**config.mk**
```make
export PLATFORM = sky130hd
export DESIGN_NAME = isearch_seq
export DESIGN_NICKNAME = d
export VERILOG_FILES = /design/src/design/assert_macros.svh /design/src/design/isearch_pkg.sv /design/src/design/isearch_seq.sv
export SDC_FILE = /design/constraint.sdc
export NUM_CORES = 1
export LEC_CHECK = 0
export ABC_CLOCK_PERIOD_IN_PS = 1970
export BUFFER_PORTS_ARGS = -buffer_cell sky130_fd_sc_hd__buf_4
export CAP_MARGIN = 10
export CORE_MARGIN = 2
export CORE_UTILIZATION = 40
export DETAILED_ROUTE_END_ITERATION = 8
export HOLD_SLACK_MARGIN = 0.05
export PLACE_DENSITY = 0.67
export SLEW_MARGIN = 20
export SYNTH_ARGS = -nofsm -noshare
export SYNTH_HDL_FRONTEND = slang
export SYNTH_SLANG_ARGS = --single-unit
```
**constraint.sdc**
```tcl
create_clock -name aclk -period 1.97 [get_ports aclk]
set_input_delay 0.0985 -clock aclk [delete_from_list [all_inputs] [get_ports aclk]]
set_output_delay 0.0985 -clock aclk [all_outputs]
set_load 0.01 [all_outputs]
```
**src/design/assert_macros.svh**
```systemverilog
// Assertion helpers for the top-level design file.
`ifndef ASSERT_MACROS_SVH
`define ASSERT_MACROS_SVH

// Check a property at every rising clock edge outside reset.
`define ASSERT_CLK(label, prop, msg) \
    label: assert property (@(posedge aclk) disable iff (!aresetn) prop) \
        else $error(msg);

// Check that an antecedent is followed by a consequent in the next cycle.
`define ASSERT_NEXT(label, ante, cons, msg) \
    label: assert property (@(posedge aclk) disable iff (!aresetn) \
        (ante) |=> (cons)) else $error(msg);

`endif

```
**src/design/isearch_pkg.sv**
```systemverilog
`timescale 1ns / 1ps

package isearch_pkg;

    localparam int GROUPS      = 26;
    localparam int RECORDS     = 4096;
    localparam int KEY_BYTES   = 5;
    localparam int LETTER_BASE = 65;

    // Port widths
    localparam int MODE_W  = 2;
    localparam int GROUP_W = 5;
    localparam int COUNT_W = 13;
    localparam int ADDR_W  = 12;
    localparam int KEY_W   = 8 * KEY_BYTES;

    // Internal widths
    localparam int GRP_IDX_W = (GROUPS > 1) ? $clog2(GROUPS) : 1;
    localparam int REC_IDX_W = $clog2(RECORDS);
    localparam int STEP_W    = 4;

    localparam logic [MODE_W-1:0] MODE_WR_COUNT = 2'd0;
    localparam logic [MODE_W-1:0] MODE_WR_KEY   = 2'd1;
    localparam logic [MODE_W-1:0] MODE_LOOKUP   = 2'd2;

    // Microprogram step addresses
    localparam logic [STEP_W-1:0] STEP_IDLE      = 4'd0;
    localparam logic [STEP_W-1:0] STEP_DISPATCH  = 4'd1;
    localparam logic [STEP_W-1:0] STEP_WR_COUNT  = 4'd2;  // dispatch base + mode 0
    localparam logic [STEP_W-1:0] STEP_WR_KEY    = 4'd3;
    localparam logic [STEP_W-1:0] STEP_LOOKUP    = 4'd4;
    localparam logic [STEP_W-1:0] STEP_UNUSED    = 4'd5;
    localparam logic [STEP_W-1:0] STEP_WALK      = 4'd6;
    localparam logic [STEP_W-1:0] STEP_SCAN_INIT = 4'd7;
    localparam logic [STEP_W-1:0] STEP_READ      = 4'd8;
    localparam logic [STEP_W-1:0] STEP_CMP       = 4'd9;
    localparam logic [STEP_W-1:0] STEP_RESULT    = 4'd10;

    typedef enum logic [3:0] {
        OP_NONE      = 4'd0,
        OP_WR_COUNT  = 4'd1,
        OP_WR_KEY    = 4'd2,
        OP_INIT      = 4'd3,
        OP_WALK      = 4'd4,
        OP_SCAN_INIT = 4'd5,
        OP_READ      = 4'd6,
        OP_CMP       = 4'd7,
        OP_RESULT    = 4'd8
    } op_t;

    // Jump to jump_to (+ mode on COND_MODE) if the condition holds, else next_to.
    typedef enum logic [2:0] {
        COND_ALWAYS    = 3'd0,
        COND_ACCEPT    = 3'd1,
        COND_MODE      = 3'd2,
        COND_WALK_DONE = 3'd3,
        COND_SCAN_END  = 3'd4,
        COND_MISS      = 3'd5,
        COND_OUT_BUSY  = 3'd6
    } cond_t;

    typedef struct packed {
        logic              ready;
        op_t               op;
        cond_t             cond;
        logic [STEP_W-1:0] jump_to;
        logic [STEP_W-1:0] next_to;
    } ctrl_word_t;

    typedef struct packed {
        logic [MODE_W-1:0] mode;
        logic              walk_done;
        logic              scan_end;
        logic              miss;
        logic              out_busy;
    } dp_status_t;

    function automatic ctrl_word_t mk(input logic ready, input op_t op, input cond_t cond,
                                      input logic [STEP_W-1:0] jump_to,
                                      input logic [STEP_W-1:0] next_to);
        ctrl_word_t w;
        w.ready   = ready;
        w.op      = op;
        w.cond    = cond;
        w.jump_to = jump_to;
        w.next_to = next_to;
        return w;
    endfunction

    // Control store
    function automatic ctrl_word_t ucode(input logic [STEP_W-1:0] step);
        ctrl_word_t w;
        unique case (step)
            STEP_IDLE:      w = mk(1'b1, OP_NONE, COND_ACCEPT, STEP_DISPATCH, STEP_IDLE);
            STEP_DISPATCH:  w = mk(1'b0, OP_NONE, COND_MODE, STEP_WR_COUNT, STEP_IDLE);
            STEP_WR_COUNT:  w = mk(1'b0, OP_WR_COUNT, COND_ALWAYS, STEP_IDLE, STEP_IDLE);
            STEP_WR_KEY:    w = mk(1'b0, OP_WR_KEY, COND_ALWAYS, STEP_IDLE, STEP_IDLE);
            STEP_LOOKUP:    w = mk(1'b0, OP_INIT, COND_ALWAYS, STEP_WALK, STEP_WALK);
            STEP_UNUSED:    w = mk(1'b0, OP_NONE, COND_ALWAYS, STEP_IDLE, STEP_IDLE);
            STEP_WALK:      w = mk(1'b0, OP_WALK, COND_WALK_DONE, STEP_SCAN_INIT, STEP_WALK);
            STEP_SCAN_INIT: w = mk(1'b0, OP_SCAN_INIT, COND_ALWAYS, STEP_READ, STEP_READ);
            STEP_READ:      w = mk(1'b0, OP_READ, COND_SCAN_END, STEP_RESULT, STEP_CMP);
            STEP_CMP:       w = mk(1'b0, OP_CMP, COND_MISS, STEP_READ, STEP_RESULT);
            STEP_RESULT:    w = mk(1'b0, OP_RESULT, COND_OUT_BUSY, STEP_RESULT, STEP_IDLE);
            default:        w = mk(1'b0, OP_NONE, COND_ALWAYS, STEP_IDLE, STEP_IDLE);
        endcase
        return w;
    endfunction

endpackage

```
**src/design/isearch_seq.sv**
```systemverilog
`timescale 1ns / 1ps

module isearch_seq (
    input  logic                    aclk,
    input  logic                    aresetn,
    input  logic                    s_valid,
    input  isearch_pkg::dp_status_t st,
    output isearch_pkg::ctrl_word_t ctrl
);
    import isearch_pkg::*;

    logic [STEP_W-1:0] step_reg;
    logic [STEP_W-1:0] step_next;
    logic              taken;

    assign ctrl = ucode(step_reg);

    always_comb begin
        taken = 1'b0;
        unique case (ctrl.cond)
            COND_ALWAYS:    taken = 1'b1;
            COND_ACCEPT:    taken = s_valid && ctrl.ready;
            COND_MODE:      taken = 1'b1;
            COND_WALK_DONE: taken = st.walk_done;
            COND_SCAN_END:  taken = st.scan_end;
            COND_MISS:      taken = st.miss;
            COND_OUT_BUSY:  taken = st.out_busy;
            default:        taken = 1'b1;
        endcase
    end

    always_comb begin
        if (ctrl.cond == COND_MODE) begin
            // Multi-way branch: one slot per mode code
            step_next = ctrl.jump_to + STEP_W'(st.mode);
        end else if (taken) begin
            step_next = ctrl.jump_to;
        end else begin
            step_next = ctrl.next_to;
        end
    end

    always_ff @(posedge aclk) begin
        if (!aresetn) begin
            step_reg <= STEP_IDLE;
        end else begin
            step_reg <= step_next;
        end
    end

endmodule

```
## Word-level counts from Yosys, hierarchy flattened

Memory sizes are Yosys's and may differ from the RTL's. A register that Yosys moved wholly into a read port is not among the register bits.
Index checks and enable logic that the tools add are counted.

| word-level totals | value |
|---|---|
| bits in registers | 0 |
| input bits | 9 |
| memory bits (writable) | 0 |
| output and inout port bits | 16 |
| word-level logic and storage cells | 13 |
| bits in latches | 0 |
| memories kept | 1 |
| bits in read-only memories | 256 |

| cells by class | value |
|---|---|
| order comparisons | 0 |
| div/mod/pow operators | 0 |
| shift-type cells | 0 |
| equal/unequal tests | 6 |
| multipliers | 0 |
| add/sub/neg operators | 1 |
| reduce and logical (&&, ||, !) cells | 1 |
| muxes and demuxes | 4 |
| bitwise logic cells | 0 |

Memories:

| name | words | bits a word | rd ports | clocked after memory_dff | write ports | RTL line | source |
|---|---|---|---|---|---|---|---|
| (name not given) | 16 | 16 | 1 | 1 | 0 | isearch_pkg.sv:93 | `unique case (step)` |

Operator list:

| operator | count |
|---|---|
| two-way mux 4 bit | 3 |
| == test 3 bit (second input constant) | 3 |
| == test 3 x 2 -> 1 bit (second input constant) | 2 |
| case mux 1 bit (5 select lines) | 1 |
| adder 4 x 2 -> 4 bit | 1 |
| == test 3 x 1 -> 1 bit (second input constant) | 1 |
| logical AND 1 bit | 1 |

## Logic depth before layout (Yosys ltp)

| depth | value |
|---|---|
| depth after elaboration | 5 |
| mapped depth | 8 |
| mapped depth without buffers | 8 |

## Worst setup path before layout

OpenSTA, ideal clock, no wires.

| path | value |
|---|---|
| path kind | reg2reg |
| start point | reg ctrl[9] (netlist name) |
| end point | reg ctrl[5] (netlist name) |
| clock period less this slack | 2.049 ns |
| arrival | 1.982 ns |
| required time | 1.903 ns |
| library setup time | 0.067 ns |
| buffers on the path | 0 |
| cell stages (with the launch flop) | 7 |
| path slack | -0.079 ns |
| cells stage by stage | dfxtp_1 or3b_4 o31a_1 a31o_1 or3_4 and2_4 o21ai_2 |

| between the ends | value |
|---|---|
| cells in the longest elaborated chain, start to end | 5 |
| elaborated cells on any way between the ends | 10 |
| those cells by class | eq/ne (6); mux (4) |

RTL lines:

| what | RTL line | source |
|---|---|---|
| == test 3 bit (tied with other cells) | isearch_seq.sv:20 | `unique case (ctrl.cond)` |
| case mux 1 bit (5 select lines) | isearch_seq.sv:20 |  |
| two-way mux 4 bit | isearch_seq.sv:36 | `end else if (taken) begin` |
| two-way mux 4 bit * | isearch_seq.sv:33 | `if (ctrl.cond == COND_MODE) begin` |
| two-way mux 4 bit (no line) * | -- |  |

Every way passes the cells marked *; elsewhere a longest branch is shown, timed or not.

## Final worst setup path

| path | value |
|---|---|
| start point | reg ctrl[8] (netlist name) |
| end point | reg ctrl[9] (netlist name) |

| between the ends | value |
|---|---|
| cells in the longest elaborated chain, start to end | 5 |
| elaborated cells on any way between the ends | 10 |
| those cells by class | eq/ne (6); mux (4) |

RTL lines:

| what | RTL line |
|---|---|
| == test 3 bit (tied with other cells) | isearch_seq.sv:20 |
| case mux 1 bit (5 select lines) | isearch_seq.sv:20 |
| two-way mux 4 bit | isearch_seq.sv:36 |
| two-way mux 4 bit * | isearch_seq.sv:33 |
| two-way mux 4 bit (no line) * | -- |

Marks and branches as above.

==> metrics <==
status=finished with violations; violated checks=negative setup slack; HP Class=input pin to flop; antenna fix cells=0; Worst path top cell family by delay=simple AND/OR/NAND/NOR gates; Worst path slowest cell=or3b_4; critical-path cell list=or3b_4 -> o31a_1 -> a31o_1 -> or3_4 -> and2_4 -> o21ai_2; Crit Path Class=flop to flop; core area=0.00196 mm^2; Final Max Slew Viols=0; global-route wire length before repair=3.77 mm; Final Hold Fails=0; share of cells above drive strength 1=58.7%; largest net degree at the start of global routing=12; Unique masters post-synth=45; number of buffers created by CTS=3; RSZ-0062 raised after global routing=yes; fin area=0.00136 mm^2; Vert. Die Dim=49.6 um; Avg Inst Size Synth=9.13 um^2; Largest register FFs=15; grt total ovfl=0; Buf/Inv on CP=0; Worst-Skew Late Latency=0.28 ns; CTS tree=built; final worst setup slack=-0.0584 ns; Pre-antenna DRT Iters=4; crit share post-route=103%; post-route ant nets=0; Peak VDD IR=632 uV; Max FO, Critical Path=6; port bufs=24; Clock Tree Buf Depth=2; Area Overhead vs Synth=64.0%; worst-margin pin slew=0.322 ns; fin util=69.5%; vias in the first global route=896; antenna violations before repair=0; Area after DPL=0.00122 mm^2; hold slack=0.104 ns; initial core utilization=42.3%; drt via density=5.31; CTS Root Cell=clkbuf_4; CTS sink count=15; Rows=16; Final setup viols=5; die width=49.6 um; Startpoint Class=flop; slowest cell delay on critical path=0.43 ns; Post-CTS Hold Buffers=0; global placer's final weighted congestion=0.866; Avg WL per Cell=13.4 um; Yosys warnings=0; Slew headroom=78.6%; Critical Path RT=2.18 ns; num ports=25; Leakage=0.589 nW; WP data arrival=2.24 ns; crit path capture type=flop; Routed WL=2.29 mm; CTS clk-pin slew, worst paths=0.09 ns; Syn Inst Count=91; CTS H-tree depth=1; Remaining DRCs=0; total power=1.42 mW; Synth Net Count=105; final critical-path required period=2.03 ns; initial drt markers=7; die area=0.00246 mm^2; Fmax=493 MHz; post-synthesis register bit count=15; Clock Skews=0.00473 ns; post-DP HPWL=1.81 mm; PD cells=1050 mW/mm^2; Netlist Area Pre-Place=831 um^2; max_cap viols=0; DR vias=903; Seq/Total Area, Yosys=36.1%; post-layout net count=158; Total Routing Usage GR=20.0%
## final timing paths
check | from | endpoint | slack [ns] | depth (start not counted)
max | ctrl[8] | ctrl[9] | -0.06 | 6
min | aresetn | ctrl[13] | 0.10 | 2
max reg2reg | ctrl[8] | ctrl[9] | -0.06 | 6
min reg2reg | ctrl[0] | ctrl[1] | 0.83 | 5
## final cells by class
cell class                      count  area [um^2]
Sequential cell                    15          310
Timing Repair Buffer               50          379
Tap cell                           27         33.8
Multi-Input combinational cell     68          591
Inverter                            6         22.5
Fill cell                         164          599
Clock buffer                        4         26.3
## cells by family (layout without fill, tap and decap cells)
family / Yosys count / in the layout / share of synthesized area [%]
AOI/OAI and AO/OA: 30 / 30 / 26.1
muxes: 1 / 1 / 1.20
DFF: 15 / 15 / 36.1
and+or+nand+nor: 31 / 31 / 23.0
xor gates and xnor gates: 1 / 1 / 1.05
adders and majority gates: 5 / 5 / 8.43
buffers and inverters: 8 / 60 / 4.07
## metal layers
metal	track usage (%)	wire, um
met5	0	0
met4	8.33	24
met3	4.24	126
met2	33.8	1150
met1	24.3	990
## cells in the final DEF (no fill, tap or decap), types with 2 or more instances in the layout
cell type  netlist  final
ha_2             0      2
inv_1            4      4
nor2_1           4      4
nor3b_2          1      2
nand2_1          8      8
o21ai_1          2      4
o21ai_0          5      2
a21oi_1          3      2
dfxtp_4          0      2
inv_2            2      2
clkbuf_4         0      3
a21oi_2          2      3
dfxtp_1         15     11
nand3_1          3      2
o21a_1           2      2
dfxtp_2          0      2
buf_4            1     49
nor3_1           3      2
o21ai_2          2      3
## cell usage after synthesis (all sizes together)
cell	number	area, um^2
dfxtp	15	300
o21ai	9	52.6
nand2	8	30.0
inv	6	22.5
a21oi	5	32.5
ha	4	50.1
nor2	4	15.0
a31oi	3	25.0
nand3	3	15.0
nor3	3	15.0
a31o	2	17.5
and2	2	15.0
nor3b	2	20.0
o21a	2	15.0
a211oi	1	7.51
a21o	1	7.51
a32oi	1	8.76
and3	1	6.26
and4	1	8.76
and4bb	1	12.5
buf	1	7.51
clkbuf	1	3.75
fa	1	20.0
mux2i	1	10.0
nand3b	1	7.51
nor2b	1	6.26
nor4	1	6.26
o2111ai	1	8.76
o211ai	1	7.51
o2bb2ai	1	8.76
o311ai	1	8.76
o31a	1	8.76
o31ai	1	7.51
or3	1	11.3
or3b	1	11.3
or4	1	11.3
xnor2	1	8.76
## worst reg2reg max path, stage by stage, from the launching register on
cell	delay, ns
dfxtp_4	0.38
or3b_4	0.43
o31a_1	0.26
a31o_1	0.22
or3_4	0.41
and2_4	0.16
o21ai_2	0.09
## through the flow
stage	TNS (ns)	worst slack (ns)	instances
final	-0.183	-0.0584	170
after global routing	-0.730	-0.112	170
after global placement	-0.323	-0.0611	163
after CTS	-0.209	-0.0567	170
after floorplan	-0.00337	-0.00337	91
after detailed placement	-0.434	-0.0888	163
## what timing repair did
item	CTS	global route
pin swaps	8	3
setup buffers	3	0
endpoints found under the setup margin	8	12
gates resized for setup	10	11
## where the power goes
part           leakage (nW)  switching [mW]  internal (mW)
combinational         0.451           0.376          0.433
sequential            0.123          0.0622          0.381
clock                0.0150          0.0943         0.0787
total                 0.589           0.532          0.892
(Power assumes the default switching activity.)
